==> src/rtl/plm_pkg.sv <==
package plm_pkg;

    localparam int INDEX_W   = 4;
    localparam int CMD_W     = 2;
    localparam int SCAN_W    = 16;
    localparam int SCAN_IDX_W = 4;

    typedef enum logic [CMD_W-1:0] {
        CMD_ADD    = 2'd0,
        CMD_DELETE = 2'd1,
        CMD_FIRST  = 2'd2,
        CMD_NEXT   = 2'd3
    } plm_op_t;

    typedef struct packed {
        logic capture;
        logic search_step;
        logic add_commit;
        logic add_link;
        logic del_commit;
        logic first_result;
        logic next_result;
        logic null_result;
    } plm_cmd_t;

    typedef struct packed {
        logic found;
        logic last_chunk;
        logic tail_valid;
        logic entry_hit;
        logic out_free;
    } plm_stat_t;

endpackage

==> src/rtl/plm_ctrl.sv <==
module plm_ctrl (
    input  logic                        clk,
    input  logic                        rst_n,
    input  logic                        in_valid,
    input  logic [plm_pkg::CMD_W-1:0]   command,
    output logic                        in_ready,
    output plm_pkg::plm_cmd_t           cmd,
    input  plm_pkg::plm_stat_t          stat
);
    import plm_pkg::*;

    typedef enum logic [1:0] {
        ST_IDLE,
        ST_RESOLVE,
        ST_SEARCH,
        ST_LINK
    } state_t;

    state_t  state_reg;
    state_t  state_next;
    plm_op_t op_reg;
    plm_op_t op_next;

    always_comb
    begin
        state_next = state_reg;
        op_next    = op_reg;
        in_ready   = 1'b0;
        cmd        = '0;
        case (state_reg)
            ST_IDLE:
            begin
                in_ready = 1'b1;
                if (in_valid)
                begin
                    cmd.capture = 1'b1;
                    op_next     = plm_op_t'(command);
                    state_next  = (plm_op_t'(command) == CMD_ADD) ? ST_SEARCH : ST_RESOLVE;
                end
            end
            ST_RESOLVE:
            begin
                if (stat.out_free)
                begin
                    case (op_reg)
                        CMD_DELETE:
                        begin
                            cmd.del_commit  = stat.entry_hit;
                            cmd.null_result = !stat.entry_hit;
                        end
                        CMD_FIRST:
                        begin
                            cmd.first_result = 1'b1;
                        end
                        CMD_NEXT:
                        begin
                            cmd.next_result = stat.entry_hit;
                            cmd.null_result = !stat.entry_hit;
                        end
                        default:
                        begin
                            cmd.null_result = 1'b1;
                        end
                    endcase
                    state_next = ST_IDLE;
                end
            end
            ST_SEARCH:
            begin
                if (stat.found)
                begin
                    if (stat.out_free)
                    begin
                        cmd.add_commit = 1'b1;
                        state_next     = stat.tail_valid ? ST_LINK : ST_IDLE;
                    end
                end
                else if (stat.last_chunk)
                begin
                    if (stat.out_free)
                    begin
                        cmd.null_result = 1'b1;
                        state_next      = ST_IDLE;
                    end
                end
                else
                begin
                    cmd.search_step = 1'b1;
                end
            end
            ST_LINK:
            begin
                cmd.add_link = 1'b1;
                state_next   = ST_IDLE;
            end
            default:
            begin
                state_next = ST_IDLE;
            end
        endcase
    end

    always_ff @(posedge clk or negedge rst_n)
    begin
        if (!rst_n)
        begin
            state_reg <= ST_IDLE;
            op_reg    <= CMD_ADD;
        end
        else
        begin
            state_reg <= state_next;
            op_reg    <= op_next;
        end
    end

endmodule

==> src/rtl/plm_dpath.sv <==
module plm_dpath #(
    parameter int POOL_SIZE = 16
) (
    input  logic                          clk,
    input  logic                          rst_n,
    input  logic [plm_pkg::INDEX_W-1:0]   entry_index,
    input  logic                          entry_present,
    input  logic                          out_ready,
    input  plm_pkg::plm_cmd_t             cmd,
    output plm_pkg::plm_stat_t            stat,
    output logic                          out_valid,
    output logic [plm_pkg::INDEX_W-1:0]   result_index,
    output logic                          result_valid,
    output logic                          list_empty
);
    import plm_pkg::*;

    localparam int IDX_W  = $clog2(POOL_SIZE + 1);
    localparam int SLOT_W = $clog2(POOL_SIZE);
    localparam int NCHUNK = (POOL_SIZE + SCAN_W - 1) / SCAN_W;
    localparam int CW     = (NCHUNK > 1) ? $clog2(NCHUNK) : 1;
    localparam int NROW   = 1 << CW;
    localparam logic [IDX_W-1:0] NIL = IDX_W'(POOL_SIZE);

    logic [IDX_W-1:0]     next_mem [POOL_SIZE];
    logic [IDX_W-1:0]     prev_mem [POOL_SIZE];
    logic [IDX_W-1:0]     nx_rd_reg;
    logic [IDX_W-1:0]     pv_rd_reg;

    logic [POOL_SIZE-1:0] active_reg;
    logic [POOL_SIZE-1:0] active_next;
    logic [IDX_W-1:0]     head_reg;
    logic [IDX_W-1:0]     head_next;
    logic [IDX_W-1:0]     tail_reg;
    logic [IDX_W-1:0]     tail_next;
    logic [IDX_W-1:0]     old_tail_reg;
    logic [IDX_W-1:0]     old_tail_next;
    logic [SLOT_W-1:0]    entry_reg;
    logic [SLOT_W-1:0]    entry_next;
    logic                 entry_ok_reg;
    logic                 entry_ok_next;
    logic [CW-1:0]        chunk_reg;
    logic [CW-1:0]        chunk_next;

    logic                 out_valid_reg;
    logic                 out_valid_next;
    logic [INDEX_W-1:0]   res_index_reg;
    logic [INDEX_W-1:0]   res_index_next;
    logic                 res_valid_reg;
    logic                 res_valid_next;
    logic                 empty_reg;
    logic                 empty_next;

    logic                 entry_ok;
    logic [SLOT_W-1:0]    rd_addr;
    logic [SCAN_W-1:0]    scan_rows [NROW];
    logic [SCAN_W-1:0]    row;
    logic [SCAN_IDX_W-1:0] pos;
    logic                 found;
    logic [IDX_W-1:0]     slot;
    logic [IDX_W-1:0]     prev_slot;
    logic [IDX_W-1:0]     after;
    logic [IDX_W-1:0]     res_link;
    logic                 load;

    logic                 nx_we;
    logic [SLOT_W-1:0]    nx_waddr;
    logic [IDX_W-1:0]     nx_wdata;
    logic                 pv_we;
    logic [SLOT_W-1:0]    pv_waddr;
    logic [IDX_W-1:0]     pv_wdata;

    assign entry_ok  = entry_present && (int'(entry_index) < POOL_SIZE);
    assign rd_addr   = SLOT_W'(entry_index);
    assign prev_slot = pv_rd_reg;
    assign after     = nx_rd_reg;

    always_comb
    begin
        int flat;
        for (int r = 0; r < NROW; r++)
        begin
            for (int b = 0; b < SCAN_W; b++)
            begin
                flat = r * SCAN_W + b;
                scan_rows[r][b] = (flat < POOL_SIZE) ? active_reg[flat] : 1'b1;
            end
        end
    end

    assign row   = scan_rows[chunk_reg];
    assign found = ~&row;

    always_comb
    begin
        pos = '0;
        for (int b = SCAN_W - 1; b >= 0; b--)
        begin
            if (!row[b])
            begin
                pos = SCAN_IDX_W'(b);
            end
        end
    end

    assign slot = IDX_W'({chunk_reg, pos});

    assign stat.found      = found;
    assign stat.last_chunk = (chunk_reg == CW'(NCHUNK - 1));
    assign stat.tail_valid = (tail_reg != NIL);
    assign stat.entry_hit  = entry_ok_reg && active_reg[entry_reg];
    assign stat.out_free   = !out_valid_reg || out_ready;

    always_comb
    begin
        active_next   = active_reg;
        head_next     = head_reg;
        tail_next     = tail_reg;
        old_tail_next = old_tail_reg;
        entry_next    = entry_reg;
        entry_ok_next = entry_ok_reg;
        chunk_next    = chunk_reg;
        nx_we         = 1'b0;
        nx_waddr      = '0;
        nx_wdata      = NIL;
        pv_we         = 1'b0;
        pv_waddr      = '0;
        pv_wdata      = NIL;

        if (cmd.capture)
        begin
            entry_next    = rd_addr;
            entry_ok_next = entry_ok;
            chunk_next    = '0;
        end
        if (cmd.search_step)
        begin
            chunk_next = chunk_reg + 1'b1;
        end
        if (cmd.add_commit)
        begin
            active_next[SLOT_W'(slot)] = 1'b1;
            tail_next     = slot;
            old_tail_next = tail_reg;
            if (head_reg == NIL)
            begin
                head_next = slot;
            end
            nx_we    = 1'b1;
            nx_waddr = SLOT_W'(slot);
            nx_wdata = NIL;
            pv_we    = 1'b1;
            pv_waddr = SLOT_W'(slot);
            pv_wdata = tail_reg;
        end
        if (cmd.add_link)
        begin
            nx_we    = 1'b1;
            nx_waddr = SLOT_W'(old_tail_reg);
            nx_wdata = tail_reg;
        end
        if (cmd.del_commit)
        begin
            active_next[entry_reg] = 1'b0;
            if (prev_slot == NIL)
            begin
                head_next = after;
            end
            else
            begin
                nx_we    = 1'b1;
                nx_waddr = SLOT_W'(prev_slot);
                nx_wdata = after;
            end
            if (tail_reg == IDX_W'(entry_reg))
            begin
                tail_next = prev_slot;
            end
            if (after != NIL)
            begin
                pv_we    = 1'b1;
                pv_waddr = SLOT_W'(after);
                pv_wdata = prev_slot;
            end
        end
    end

    always_comb
    begin
        res_link = NIL;
        if (cmd.add_commit)
        begin
            res_link = slot;
        end
        else if (cmd.del_commit)
        begin
            res_link = after;
        end
        else if (cmd.first_result)
        begin
            res_link = head_reg;
        end
        else if (cmd.next_result)
        begin
            res_link = nx_rd_reg;
        end
    end

    assign load = cmd.add_commit | cmd.del_commit | cmd.first_result
                | cmd.next_result | cmd.null_result;

    always_comb
    begin
        out_valid_next = out_valid_reg;
        res_index_next = res_index_reg;
        res_valid_next = res_valid_reg;
        empty_next     = empty_reg;
        if (load)
        begin
            out_valid_next = 1'b1;
            res_valid_next = (res_link != NIL);
            res_index_next = (res_link != NIL) ? INDEX_W'(res_link) : '0;
            empty_next     = (head_next == NIL);
        end
        else if (out_ready)
        begin
            out_valid_next = 1'b0;
        end
    end

    always_ff @(posedge clk or negedge rst_n)
    begin
        if (!rst_n)
        begin
            active_reg    <= '0;
            head_reg      <= NIL;
            tail_reg      <= NIL;
            entry_ok_reg  <= 1'b0;
            chunk_reg     <= '0;
            out_valid_reg <= 1'b0;
        end
        else
        begin
            active_reg    <= active_next;
            head_reg      <= head_next;
            tail_reg      <= tail_next;
            entry_ok_reg  <= entry_ok_next;
            chunk_reg     <= chunk_next;
            out_valid_reg <= out_valid_next;
        end
    end

    always_ff @(posedge clk)
    begin
        old_tail_reg  <= old_tail_next;
        entry_reg     <= entry_next;
        res_index_reg <= res_index_next;
        res_valid_reg <= res_valid_next;
        empty_reg     <= empty_next;
    end

    always_ff @(posedge clk)
    begin
        if (nx_we)
        begin
            next_mem[nx_waddr] <= nx_wdata;
        end
        if (pv_we)
        begin
            prev_mem[pv_waddr] <= pv_wdata;
        end
        if (cmd.capture)
        begin
            nx_rd_reg <= next_mem[rd_addr];
            pv_rd_reg <= prev_mem[rd_addr];
        end
    end

    assign out_valid    = out_valid_reg;
    assign result_index = res_index_reg;
    assign result_valid = res_valid_reg;
    assign list_empty   = empty_reg;

endmodule

==> src/rtl/pool_linked_list_manager_top.sv <==
// Doubly linked list over a fixed pool of POOL_SIZE slots. Each request gives exactly one
// result: add returns the lowest free slot appended at the tail (null when the pool is full),
// delete unlinks an active slot and returns its follower, first returns the head and next the
// successor of an active slot; list_empty reports the list after the request. One request is
// in work at a time, and a new request is taken while the previous result still waits on the
// output register. Delete, first and next pass through a resolve state, needed by the registered
// read of the link memories, and give their result once the output register is free. Add scans
// the free slots one 16-slot group at a time (at most ceil(POOL_SIZE/16) groups), then enters a
// link state for the old tail when the list was not empty. Link memories need no clearing pass.
module pool_linked_list_manager_top #(
    parameter int POOL_SIZE = 16
) (
    input  logic                          clk,
    input  logic                          rst_n,
    input  logic                          in_valid,
    output logic                          in_ready,
    input  logic [plm_pkg::CMD_W-1:0]     command,
    input  logic [plm_pkg::INDEX_W-1:0]   entry_index,
    input  logic                          entry_present,
    output logic                          out_valid,
    input  logic                          out_ready,
    output logic [plm_pkg::INDEX_W-1:0]   result_index,
    output logic                          result_valid,
    output logic                          list_empty
);
    import plm_pkg::*;

    plm_cmd_t  cmd;
    plm_stat_t stat;

    plm_ctrl u_ctrl (
        .clk      (clk),
        .rst_n    (rst_n),
        .in_valid (in_valid),
        .command  (command),
        .in_ready (in_ready),
        .cmd      (cmd),
        .stat     (stat)
    );

    plm_dpath #(
        .POOL_SIZE (POOL_SIZE)
    ) u_dpath (
        .clk           (clk),
        .rst_n         (rst_n),
        .entry_index   (entry_index),
        .entry_present (entry_present),
        .out_ready     (out_ready),
        .cmd           (cmd),
        .stat          (stat),
        .out_valid     (out_valid),
        .result_index  (result_index),
        .result_valid  (result_valid),
        .list_empty    (list_empty)
    );

`ifndef SYNTHESIS
    a_one_request: assert property (@(posedge clk) disable iff (!rst_n)
        (in_valid && in_ready) |=> !in_ready)
        else $error("request accepted while another is in work");

    a_null_zero: assert property (@(posedge clk) disable iff (!rst_n)
        (out_valid && !result_valid) |-> (result_index == '0))
        else $error("null result carries a nonzero index");

    a_valid_nonempty: assert property (@(posedge clk) disable iff (!rst_n)
        (out_valid && result_valid) |-> !list_empty)
        else $error("valid result reported with an empty list");

    a_single_load: assert property (@(posedge clk) disable iff (!rst_n)
        $onehot0({cmd.add_commit, cmd.del_commit, cmd.first_result,
                  cmd.next_result, cmd.null_result}))
        else $error("more than one result source in one cycle");
`endif

endmodule

==> config.mk <==
export PLATFORM = sky130hd
export DESIGN_NAME = pool_linked_list_manager_top
export DESIGN_NICKNAME = d
export VERILOG_FILES = /design/src/rtl/plm_pkg.sv /design/src/rtl/plm_ctrl.sv /design/src/rtl/plm_dpath.sv /design/src/rtl/pool_linked_list_manager_top.sv
export SDC_FILE = /design/constraint.sdc
export NUM_CORES = 1
export LEC_CHECK = 0
export ABC_AREA = 1
export CORE_MARGIN = 3
export CORE_UTILIZATION = 43
export CTS_BUF_LIST = sky130_fd_sc_hd__clkbuf_8
export DETAILED_ROUTE_END_ITERATION = 10
export DONT_BUFFER_PORTS = 1
export PLACE_DENSITY = 0.67
export SYNTH_ARGS = -nofsm -noshare
export SYNTH_HDL_FRONTEND = slang
export SYNTH_SLANG_ARGS = --single-unit
==> constraint.sdc <==
create_clock -name clk -period 3.3 [get_ports clk]
set_clock_uncertainty 0.15 [all_clocks]
set_input_delay 0.33 -clock clk [delete_from_list [all_inputs] [get_ports clk]]
set_output_delay 0.33 -clock clk [all_outputs]
set_load 0.005 [all_outputs]
# Word level (Yosys, flattened, before mapping)
# Memories as Yosys holds them, arrays and structs flattened. A register that Yosys moved wholly into a read port is not among the register bits.
# Cells that the tools add are included.
[op_classes] eq_ne=16 n_addsub=1 bitwise_logic=8 n_reduce_logical=14 n_mux=90 magnitude_cmp=5
[op_table] cell="$mux 4" count=23
[op_table] cell="$mux 5" count=17
[op_table] cell="$mux 16" count=5
[op_table] cell="$mux 1" count=30
[op_table] cell="$and 16x16->16" count=1
[op_table] cell="$mux 2" count=8
[op_table] cell="$not 16->16" count=1
[op_table] cell="$or 16x16->16" count=1
[op_table] cell="$reduce_and 16->1" count=1
[op_table] cell="$eq 5x5->1 const B" count=3
[op_table] cell="$ne 5x5->1 const B" count=3
[op_table] cell="$lt 4x5->1 const B" count=2
[op_table] cell="$demux 1 s4" count=2
[op_table] cell="$eq 2x2->1 const B" count=4
[op_table] cell="$ge 4x1->1 const B" count=2
[op_table] cell="$pmux 2 s4" count=1
[op_table] cell="$eq 5x4->1" count=1
[op_table] cell="$bmux 1 s4" count=1
[op_table] cell="$eq 2x1->1 const B" count=2
[op_table] cell="$logic_not 2->1" count=2
[op_table] cell="$or 1x1->1" count=4
[op_table] cell="$pmux 1 s2" count=2
[op_table] cell="$reduce_bool 2->1" count=2
[op_table] cell="$logic_and 1x1->1" count=3
[op_table] cell="12 further kinds" count=13
[totals] input_bits=11 elab_cells=149 reg_bits=47 mem_bits_rw=160 mem_count=2
[memory_table] name="u_dpath.next_mem" depth=16 width=5 rd=1 rd_clocked_by_memory_dff=1 write_ports=1 line_no="plm_dpath.sv:25" rtl="logic [IDX_W-1:0] next_mem [POOL_SIZE];"
[memory_table] name="u_dpath.prev_mem" depth=16 width=5 rd=1 rd_clocked_by_memory_dff=1 write_ports=1 line_no="plm_dpath.sv:26" rtl="logic [IDX_W-1:0] prev_mem [POOL_SIZE];"

# Longest topological paths before layout
# Gate-level depths: netlist (run 1).
[depth] word_depth=28 depth_mapped=21 ltp_nobuf=21

# Hierarchy
# From an unflattened synthesis (run 1), not the netlist that was laid out.
[hier_totals] cells_unflattened=922 area_unflattened_um2=9938.3
[modules_own_cells] mod="plm_dpath" n_inst=1 cells_per_inst=860 area_each_um2=9554.2
[modules_own_cells] mod="plm_ctrl" n_inst=1 cells_per_inst=62 area_each_um2=384.1

# Least setup slack after synthesis (run 1)
# Ideal clock, no wire load.
[synth_path] path_kind="reg-to-reg" from="register u_dpath.entry_reg[1]" to="memory u_dpath.prev_mem[0][0] (netlist bit), data pin" period_less_slack_ns=2.793 required_ns=2.805 path_buffers=1 stages_incl_launch_ff=13 arrival_ns=2.298 setup_slack_ns=0.507 cell_sequence="edfxtp_1 nand2_1 inv_1 a22oi_1 nand2_1 nand2_1 nand2_1 nor2_1 nor2_4 nand3_4 nor2_4 buf_6 o32ai_1"
[synth_via] elab_chain_len=7
[synth_lines] element="start: declaration" line_no="plm_dpath.sv:38" rtl="logic [SLOT_W-1:0] entry_reg;"
[synth_lines] element="start signal: assignment" line_no="plm_dpath.sv:256" rtl="entry_reg <= entry_next;"
[synth_lines] element="$bmux 1 s4" line_no="plm_dpath.sv:111" rtl="assign stat.entry_hit = entry_ok_reg && active_reg[entry_reg];"
[synth_lines] element="$mux 1 (implied by the code)" line_no="plm_dpath.sv:111"
[synth_lines] element="$logic_and 1x1->1" line_no="plm_dpath.sv:111"
[synth_lines] element="$mux 1" line_no="plm_ctrl.sv:45" rtl="case (op_reg)"
[synth_lines] element="$mux 4" line_no="plm_ctrl.sv:43" rtl="if (stat.out_free)"
[synth_lines] element="$mux 3" line_no="plm_ctrl.sv:30" rtl="case (state_reg)"
[synth_lines] element="$mux 5" line_no="plm_dpath.sv:162" rtl="if (cmd.del_commit)"
[synth_lines] element="via u_dpath.pv_wdata[0]" line_no="plm_dpath.sv:71" rtl="logic [IDX_W-1:0] pv_wdata;"
[synth_lines] element="end: declaration" line_no="plm_dpath.sv:26"
# The timed path passes the listed nets, and every way through them passes these cells. The select of a mux whose other input is x is not followed.

# Worst setup path after layout (run 1)
[layout_path] from="register u_dpath.entry_reg[0]" to="memory u_dpath.prev_mem[10][3] (netlist bit) (enable)"
[layout_via] elab_chain_len=9 word_cells_on_any_way=10 classes_between="mux: 9; reduce/logical: 1"
[layout_lines] element="$bmux 1 s4 (*)" line_no="plm_dpath.sv:111"
[layout_lines] element="$mux 1 (implied by the code) (*)" line_no="plm_dpath.sv:111"
[layout_lines] element="$logic_and 1x1->1 (*)" line_no="plm_dpath.sv:111"
[layout_lines] element="$mux 1 (*)" line_no="plm_ctrl.sv:45"
[layout_lines] element="$mux 4 (*)" line_no="plm_ctrl.sv:43"
[layout_lines] element="$mux 3 (*)" line_no="plm_ctrl.sv:30"
[layout_lines] element="$mux 1" line_no="plm_dpath.sv:162"
[layout_lines] element="$mux 1" line_no="plm_dpath.sv:268" rtl="if (pv_we)"
[layout_lines] element="$mux 1 (implied by the code)" line_no="plm_dpath.sv:270" rtl="prev_mem[pv_waddr] <= pv_wdata;"
# Every way passes the cells marked *; elsewhere a longest branch is shown, timed or not. The select of a mux whose other input is x is not followed.

==> flow_summary.toml, run 1 <==
[yosys]
synth_top_area_frac = 0.5572
ys_async_sr_fraction = 0.1521
syn-instance-count = 893
synth_ff_type = "edfxtp_1"
netlist_top_cells_area = "edfxtp_1, dfrtp_1, nand2_1, inv_1, mux2i_1"
synth.avg_cell_area_um2 = 11.11
synth_top_area_cell = "edfxtp_1"
seq_area_frac_synth = 0.6407
synth_nets = 908
yosysWarnings = 0
synth-edff-count = 184
yosysUniqueCellTypes = 47
syn_area_um2 = 9917
ys_ff_latch = 217

[detailed_routing]
ant_nets = 0
vias_per_cell = 5.398
drc = 0
wl_per_cell_um = 18.02
drtIter0Drc = 637
wl_mm = 22.85
dr.pass1.iters = 5
via_count = 6845

[clock_network]
cts_htree_levels = 2
numCtsBuffers = 37
cts_setup_buffers = 0
cts.sinks = 217
cts_tree = "built"
clkLatencyLatePin_ns = 0.53
clk_pin_slew_ns = 0.06
root_buffer = "clkbuf_8"
ctsLongestPathBuffers = 3

[finish]
n_fill_cell = 1954
diodes = 0
final_nets = 976
areaGrowthSynthToFinish_pct = 14.99
drive_gt1_frac = 0.1488
final_common_cell = "edfxtp_1"
final_cell_mix = "edfxtp_1, inv_1, nand2_1"

[timing]
rsz0062_at_grt = "true"
setup_tns_ns = 0
fin_crit_sh = 0.9374
layout_setup_ws_ns = 0.2066
hold_viol = 0
final_max_slew_viol_count = 0
setup_viol = 0
maxSlewHeadroom = 0.5542
fin_crit_ns = 3.093
max_clock_freq_mhz = 323.3
tightest_slew_ns = 0.6680

[worst_setup_path]
critical_path_arrival_ns = 3.18
cpMaxStageDelayCell = "edfxtp_1"
cp-start-kind = "flip-flop"
cp_common_cell = "nand2_1"
path_class = "reg -> reg"
crit_path_end_kind = "flip-flop"
cp.buffers_inverters = 3
critPathMaxFanout = 10
critPathMaxStageDelay_ns = 0.49
crit_family = "simple AND/OR/NAND/NOR gates"
crit_chain = "nand2_1 > inv_1 > a22oi_1 > nand2_1 > nand2_1 > nand2_1 > nor2_1 > nor2_4 > nand3_4 > nor2_4 > inv_1 > a21oi_2 > nand2_1 > nor2_1 > buf_4"
crit_required_ns = 3.39

[placement]
io_buffers = 0
dp_hpwl_mm = 14.99
place_ws_ns = 0.1502
routabilityCongestion = 0.9354

[global_routing]
antenna_found_initial = 0
grt_pass1_vias = 6748
grtUsageTotal = 0.1879
grt_overflow = 0
grt_max_degree = 122
grt_pass1_wl_mm = 36.46

[pwr]
power.density_nw_per_um2 = 706.8
p_leak_nw = 4.651
max-vdd-ir-drop_mv = 0.3170

[die]
row_count = 54
start_util = 0.4461
dieArea_um2 = 24920
core_area_um2 = 22230
chipHeight_um = 157.9
pin_count = 19
fp.dieW_um = 157.9

[hold_path]
hold_path.class = "in -> reg"

[flow_run]
maxCapViolations = 0

[outcome]
status = "completed"
[through the flow]
stage / util / hold WS [ns] / area [um^2] / power (W) / cells
floorplan: - / -0.1156 / 9917 / 0.005077 / 893
global placement: 0.4735 / -0.1143 / 10530 / 0.005741 / 1189
detailed placement: 0.4735 / -0.1142 / 10530 / 0.005764 / 1189
CTS: 0.5109 / 0.005344 / 11360 / 0.008076 / 1268
global route: 0.5130 / 0.02165 / 11400 / 0.008538 / 1268
finish: 0.5130 / 0.03654 / 11400 / 0.008060 / 1268
[cell type report]
type | count | area [um^2] | area share
clock inverters | 26 | 140.1 | 0.01229
clock buffers | 40 | 550.5 | 0.04828
repair buffers | 61 | 513.0 | 0.04499
well taps | 280 | 350.3 | 0.03072
flip-flops and latches | 217 | 6354 | 0.5572
inverters | 129 | 486.7 | 0.04268
multi-input cells | 515 | 3009 | 0.2639
[per-layer routing]
layer  part of all wire  track usage  wire (um)  vias up
met2               0.47       0.2986      10710      208
met5                  0            0          0        -
met1               0.45       0.2631      10260     3297
met3              0.057      0.03226       1307       43
met4              0.025      0.06446        567        0
li1                   -            -          -     3297
[path summary, 6_finish.rpt]
path	slack, ns	cells after the start	startpoint	endpoint
worst max-delay path	0.21	15	u_dpath.entry_reg[0]	u_dpath.prev_mem[10][3]
worst max register to register	0.21	15	u_dpath.entry_reg[0]	u_dpath.prev_mem[10][3]
worst min-delay path	0.04	3	entry_index[2]	u_dpath.prev_slot[2]
min in group asynchronous	0.12	2	rst_n	u_dpath.active_reg[7]
max in group asynchronous	2.61	2	rst_n	u_dpath.head_reg[4]
worst min register to register	0.38	0	u_dpath.tail_reg[2]	u_dpath.old_tail_reg[2]
[worst register-to-register path, cell delays in order, from the launching register on]
cell	delay (ns)
edfxtp_1	0.49
nand2_1	0.11
inv_1	0.23
a22oi_1	0.15
nand2_1	0.08
nand2_1	0.04
nand2_1	0.07
nor2_1	0.07
nor2_4	0.14
nand3_4	0.22
nor2_4	0.16
inv_1	0.10
a21oi_2	0.30
nand2_1	0.18
nor2_1	0.15
buf_4	0.17
[timing repair]
item                                    CTS  global route
endpoints found under the setup margin    0            54
gates resized for setup                   0            13
hold buffers                             13             0
hold endpoints to repair                 53             0
[synthesized netlist by cell type, types with 2 or more instances]
master / count
edfxtp_1: 184
nand2_1: 126
inv_1: 117
o21ai_0: 66
nor2_1: 62
a21oi_1: 60
o211ai_1: 41
mux2i_1: 40
dfrtp_1: 31
nand3_1: 27
clkbuf_1: 26
a22oi_1: 25
inv_2: 10
nand4_1: 7
o22ai_1: 6
nand2_2: 5
nor2_2: 5
a31oi_1: 4
ha_1: 4
nand3_2: 4
nor2_4: 4
o32ai_1: 4
o21ai_1: 3
o22ai_2: 3
and2_1: 2
buf_1: 2
buf_4: 2
dfstp_2: 2
nor3_1: 2
o221ai_1: 2
[power breakdown]
part | switching, W | leakage (nW) | internal [W]
sequential | 0.000171 | 2.07 | 0.00348
clock | 0.00104 | 0.419 | 0.00120
combinational | 0.00151 | 2.17 | 0.000663
total | 0.00272 | 4.65 | 0.00534
[logic make-up after synthesis]
kind of cell	count (synthesis)	share of synthesized area
DFF	217	0.6407
adders and majority gates	4	0.005047
muxes	40	0.04037
buffers and inverters	161	0.06283
AOI/OAI and AO/OA	224	0.1403
and+or+nand+nor	247	0.1108
Note: power is estimated with default switching activity, not from simulation.
==> run 2: changes to the inputs <==
--- a/config.mk
+++ b/config.mk
@@ -5,7 +5,7 @@
 export SDC_FILE = /design/constraint.sdc
 export NUM_CORES = 1
 export LEC_CHECK = 0
-export ABC_AREA = 1
+export CORE_ASPECT_RATIO = 1.1
 export CORE_MARGIN = 3
 export CORE_UTILIZATION = 43
 export CTS_BUF_LIST = sky130_fd_sc_hd__clkbuf_8
==> run 2 against run 1 <==
Against the previous run: global-route usage rose by 0.49 points; first-iteration DRC count fell by 5.5%; critical endpoint is now u_dpath.prev_mem[5][3]; worst setup slack got worse by 0.047 ns; non-clock buffer count rose by 9; final area down 0.78%; critical path type unchanged.
==> flow_summary.toml, run 2 <==
[timing]
tightest_slew_ns = 0.8522
fin_crit_sh = 0.9516
final_max_slew_viol_count = 0
hold_viol = 0
layout_setup_ws_ns = 0.1596
setup_viol = 0
maxSlewHeadroom = 0.4281
fin_crit_ns = 3.140
hold_slack_ns = 0.02478
max_clock_freq_mhz = 318.4
setup_tns_ns = 0

[worst_setup_path]
crit_chain = "buf_4 > mux2_2 > mux4_2 > a22oi_4 > buf_4 > nor2_1 > o32a_1 > nor2_2"
cp-start-kind = "flip-flop"
cp.buffers_inverters = 2
crit_family = "multiplexers"
path_class = "reg -> reg"
critPathMaxFanout = 13
cp_common_cell = "buf_4"
critPathMaxStageDelay_ns = 0.52
critical_path_arrival_ns = 3.20
crit_path_end_kind = "flip-flop"
crit_required_ns = 3.36
cpMaxStageDelayCell = "mux4_2"

[detailed_routing]
met2WireLength_mm = 11.47
via_count = 6076
drc = 0
wl_per_cell_um = 22.05
route.met3.wl_mm = 1.518
drtIter0Drc = 602
dr.pass1.iters = 5
wl_mm = 22.95
met1Wirelength_mm = 9.001
vias_per_cell = 5.837
top_layer = "met4"
ant_nets = 0

[placement]
dp.cells = 964
place_ws_ns = -0.005430
io_buffers = 0
routabilityCongestion = 0.9584
dp_hpwl_mm = 16.06

[global_routing]
grt_pass1_vias = 6285
antenna_found_initial = 0
grt_max_degree = 42
grt_overflow = 0
grt_pass1_wl_mm = 36.03
grtUsageTotal = 0.1928

[yosys]
syn-instance-count = 638
synth-xor-area-share = 0.003599
syn_area_um2 = 9733
synth.avg_cell_area_um2 = 15.26
synth-simple-area-share = 0.08806
seq_area_frac_synth = 0.6528
yosys.area_share.adder = 0.005142
muxShareOfSynthArea = 0.1390
synth_top_area_frac = 0.5677
synth_nets = 653
synth_ff_type = "edfxtp_1"
yosysMostFrequentCell = "edfxtp_1"
synth_top_area_cell = "edfxtp_1"
ys_ff_latch = 217
netlist_top_cells_area = "edfxtp_1, mux4_2, dfrtp_1, a21oi_1, nor2_1"
ys_async_sr_fraction = 0.1521
yosysWarnings = 0
synth-edff-count = 184
synth_compound_area_frac = 0.09140
synth_common_cells = "edfxtp_1, nor2_1, mux4_2"
synth_top_family_by_area = "multiplexers"
yosysUniqueCellTypes = 68

[clock_network]
numCtsBuffers = 36
root_buffer = "clkbuf_8"
cts.sinks = 217
clkLatencyLatePin_ns = 0.55
cts_setup_buffers = 0
cts_htree_levels = 2
ctsLongestPathBuffers = 3
clk_pin_slew_ns = 0.06
cts_tree = "built"

[die]
start_util = 0.4388
chipHeight_um = 163.8
row_count = 57
dieArea_um2 = 24480
fp.dieW_um = 149.5
core_area_um2 = 22180
pin_count = 19

[finish]
areaGrowthSynthToFinish_pct = 16.25
drive_gt1_frac = 0.2882
final_nets = 733
seqCellArea_um2 = 6354
n_fill_cell = 1766
fin_util = 0.5101
multi_input_area_um2 = 3263
final_common_cell = "edfxtp_1"
diodes = 0
final_cell_mix = "edfxtp_1, buf_4, mux4_2"
fin_cells = 1041

[pwr]
p_switching_w = 0.002608
p_clk_frac = 0.286
combPwrFrac = 0.256
p_leak_nw = 3.814
p_int_w = 0.005442
seq_power_share = 0.458
max-vdd-ir-drop_mv = 0.2781
swShare = 0.3240
power.density_nw_per_um2 = 711.5

[outcome]
status = "completed"

[hold_path]
hold_path.class = "in -> reg"

[flow_run]
maxCapViolations = 0
run 2: changes by cell type after synthesis, sizes merged, moves of 14 or more:
cell and change:
inv -113, nor3 +16, mux4 +53, a21oi -14
nand3 -21, mux2i -38, o211ai -37, nand2 -85
o21ai -51, a22oi -20, nor2 -17
run 2: through the flow:
| step | total power, W | cell area [um^2] |
|---|---|---|
| 6_report | 0.008050 | 11310 |
| 5_1_grt | 0.008449 | 11310 |
| 4_1_cts | 0.008051 | 11240 |
| 3_5_place_dp | 0.005683 | 10410 |
| 3_3_place_gp | 0.005645 | 10410 |
| 2_1_floorplan | 0.004924 | 9733 |
run 2: worst paths after layout:
check	cells past startpoint	endpoint	from	slack, ns
hold / removal	3	u_ctrl.state_reg[1]	in_valid	0.02
max in group asynchronous	2	u_dpath.head_reg[4]	rst_n	2.63
hold reg to reg	2	u_ctrl.op_reg[1]	u_ctrl.op_reg[1]	0.45
setup reg to reg	8	u_dpath.prev_mem[5][3]	u_dpath.entry_reg[3]	0.16
min in group asynchronous	2	u_dpath.tail_reg[1]	rst_n	0.11
setup / recovery	8	u_dpath.prev_mem[5][3]	u_dpath.entry_reg[3]	0.16
run 2: cell families after synthesis:
| family | Yosys count |
|---|---|
| flops | 217 |
| simple gates | 175 |
| compound gates | 129 |
| mux | 66 |
| buf+inv | 43 |
| xor+xnor | 4 |
| fa+ha+maj | 4 |
run 2: tightest hold or removal path: stages:
cell and delay (ns):
nor2b_1 0.11, a21oi_1 0.09, a31oi_1 0.13
run 2: power by group through the flow:
| stage | logic (W) | clock network [W] | registers (W) |
|---|---|---|---|
| final | 0.00206 | 0.00231 | 0.00369 |
| after global routing | 0.00224 | 0.00250 | 0.00371 |
| after CTS | 0.00200 | 0.00236 | 0.00369 |
| after detailed placement | 0.00194 | 0 | 0.00374 |
| after global placement | 0.00191 | 0 | 0.00374 |
| after floorplan | 0.00129 | 0 | 0.00364 |
run 2: final cells by class:
class,count,share of cell area
Clock buffer,36,0.04379
Clock inverter,30,0.01891
Inverter,15,0.004976
Multi-Input combinational cell,378,0.2884
Sequential cell,217,0.5615
Tap cell,295,0.03262
Timing Repair Buffer,70,0.04976
run 2: metal layers:
layer,GRT usage,vias up
met5,0,-
met4,0.08614,0
met3,0.03918,62
met2,0.3233,256
met1,0.2437,3040
li1,-,2718
run 2: repair_timing:
action                     CTS  global route
resized for setup            0            25
hold endpoints to repair    52             0
setup endpoints to repair    0           149
hold buffers                11             0
==> run 3: changes to the inputs <==
--- a/config.mk
+++ b/config.mk
@@ -11,7 +11,9 @@
 export CTS_BUF_LIST = sky130_fd_sc_hd__clkbuf_8
 export DETAILED_ROUTE_END_ITERATION = 10
 export DONT_BUFFER_PORTS = 1
+export HOLD_SLACK_MARGIN = 0.02
 export PLACE_DENSITY = 0.67
+export SETUP_SLACK_MARGIN = 0.05
 export SYNTH_ARGS = -nofsm -noshare
 export SYNTH_HDL_FRONTEND = slang
 export SYNTH_SLANG_ARGS = --single-unit
==> constraint.sdc (replaced) <==
create_clock -name clk -period 3.4 [get_ports clk]
set_clock_uncertainty 0.15 [all_clocks]
set_input_delay 0.34 -clock clk [delete_from_list [all_inputs] [get_ports clk]]
set_output_delay 0.34 -clock clk [all_outputs]
set_load 0.005 [all_outputs]
==> run 3 against run 2 <==
Against the previous run: combinational power shrank 4%; sequential share of layout area is 0.76 points higher; worst setup slack worse by 0.012 ns; via count is 1.3% higher; global-route usage is 0.13 points higher; core utilization down 0.68 points; clock power decreased by 6%; final area decreased by 1.3%; count of clock-buffer cells in the layout did not move; register-to-register slack about the same.
==> flow_summary.toml, run 3 (synthesized netlist as in run 2, its figures left out) <==
[detailed_routing]
wl_mm = 23.59
via_count = 6158
vias_per_cell = 6.008
wl_per_cell_um = 23.02
met1Wirelength_mm = 9.168
dr.pass1.iters = 5
top_layer = "met4"
drtIter0Drc = 677
drc = 0
route.met3.wl_mm = 1.660
ant_nets = 0
met2WireLength_mm = 11.96

[timing]
max_clock_freq_mhz = 307.5
tightest_slew_ns = 0.8745
setup_tns_ns = 0
layout_setup_ws_ns = 0.1477
fin_crit_sh = 0.9566
rsz0062_at_grt = "false"
hold_slack_ns = 0.07896
maxSlewHeadroom = 0.4125
fin_crit_ns = 3.252
hold_viol = 0
setup_viol = 0
final_max_slew_viol_count = 0

[die]
core_area_um2 = 22180
row_count = 57
start_util = 0.4388
dieArea_um2 = 24480
chipHeight_um = 163.8
fp.dieW_um = 149.5
pin_count = 19

[clock_network]
cts_tree = "built"
cts.sinks = 217
numCtsBuffers = 35
cts_htree_levels = 2
clk_pin_slew_ns = 0.06
clkLatencyLatePin_ns = 0.53
root_buffer = "clkbuf_8"
ctsLongestPathBuffers = 3

[placement]
dp_hpwl_mm = 16.32
place_ws_ns = 0.007684
io_buffers = 0
routabilityCongestion = 0.9446

[pwr]
combPwrFrac = 0.255
power.density_nw_per_um2 = 693.6
seq_power_share = 0.464
p_switching_w = 0.002510
swShare = 0.3242
p_int_w = 0.005233
max-vdd-ir-drop_mv = 0.2522
p_clk_frac = 0.282
p_leak_nw = 3.737

[flow_run]
maxCapViolations = 0

[hold_path]
min-delay-start = "out_ready"
hold_end = "u_dpath.out_valid"
hold_depth = 3
hold_path.class = "in -> reg"

[outcome]
status = "completed"

[worst_setup_path]
critPathMaxFanout = 9
r2r_slack_ns = 0.15
crit_required_ns = 3.43
critical_path_arrival_ns = 3.28
cp-start-kind = "flip-flop"
path_class = "reg -> reg"
r2r-end = "u_dpath.prev_mem[12][0]"
r2r_start = "u_dpath.entry_reg[3]"
r2r_cells = 9
crit_path_end_kind = "flip-flop"

[global_routing]
grtUsageTotal = 0.1941
grt_overflow = 0
grt_max_degree = 42
antenna_found_initial = 0
grt_pass1_vias = 6157
grt_pass1_wl_mm = 36.27

[finish]
final_cell_mix = "edfxtp_1, mux4_2, nor2_1"
drive_gt1_frac = 0.2548
final_common_cell = "edfxtp_1"
final_nets = 720
areaGrowthSynthToFinish_pct = 14.69
diodes = 0
==> run 3: area by class of cell <==
cell class                 instances  area [um^2]
clock buffer                      36        495.5
clock inverter                    26        180.2
fill                            1795        11020
inverter                          15        56.30
multi-input combinational        378         3233
sequential                       217         6354
tap                              295        369.1
timing repair buffer              58        475.5
==> run 3: worst max-delay path, cell delays in order, from the launching register on <==
cell and delay (ns):
edfxtp_1 0.36, buf_4 0.19, mux2_1 0.35, mux4_2 0.52, a22o_1 0.26, buf_4 0.19, buf_4 0.18, nand2_1 0.11
a32oi_1 0.17, nor2_1 0.42
==> run 3: power by group through the flow <==
stage | Clock (W) | Sequential [W] | Combinational [W]
detailed placement | 0 | 0.00365 | 0.00187
global placement | 0 | 0.00365 | 0.00184
global route | 0.00235 | 0.00362 | 0.00212
CTS | 0.00223 | 0.00360 | 0.00194
floorplan | 0 | 0.00353 | 0.00125
finish | 0.00218 | 0.00359 | 0.00197
==> run 3: what timing repair did <==
item	4_1_cts	5_1_grt
setup buffers	0	1
endpoints found under the setup margin	77	156
hold buffers	12	0
gates resized for setup	7	7
hold endpoints to repair	52	0
==> run 3: how the worst max path moves through the flow <==
stage | depth (start not counted) | endpoint | slack [ns] | start
2_1_floorplan | 8 | u_dpath.next_mem[8][0] | 0.36 | u_dpath.entry_reg[3]
6_report | 9 | u_dpath.prev_mem[12][0] | 0.15 | u_dpath.entry_reg[3]
5_1_grt | 9 | u_dpath.prev_mem[15][2] | 0.04 | u_dpath.entry_reg[3]
3_3_place_gp | 6 | u_dpath.next_mem[12][4] | 0.13 | u_dpath.entry_reg[3]
3_5_place_dp | 7 | u_dpath.prev_mem[6][1] | 0.008 | u_dpath.entry_reg[3]
4_1_cts | 7 | u_dpath.prev_mem[10][2] | 0.02 | u_dpath.entry_reg[3]
==> run 3: layer usage <==
layer / GRT usage / vias to the layer above
li1: - / 2688
met1: 0.2545 / 3077
met2: 0.3290 / 329
met5: 0 / -
met3: 0.03394 / 64
met4: 0.06700 / 0
==> run 3: through the flow <==
step           instance area [um^2]  power, W  instances  utilization
2_1_floorplan                  9733  0.004779        638            -
3_3_place_gp                  10300  0.005485        950       0.4644
3_5_place_dp                  10300  0.005522        950       0.4644
4_1_cts                       11130  0.007763       1024       0.5019
5_1_grt                       11160  0.008091       1025       0.5033
6_report                      11160  0.007743       1025       0.5033
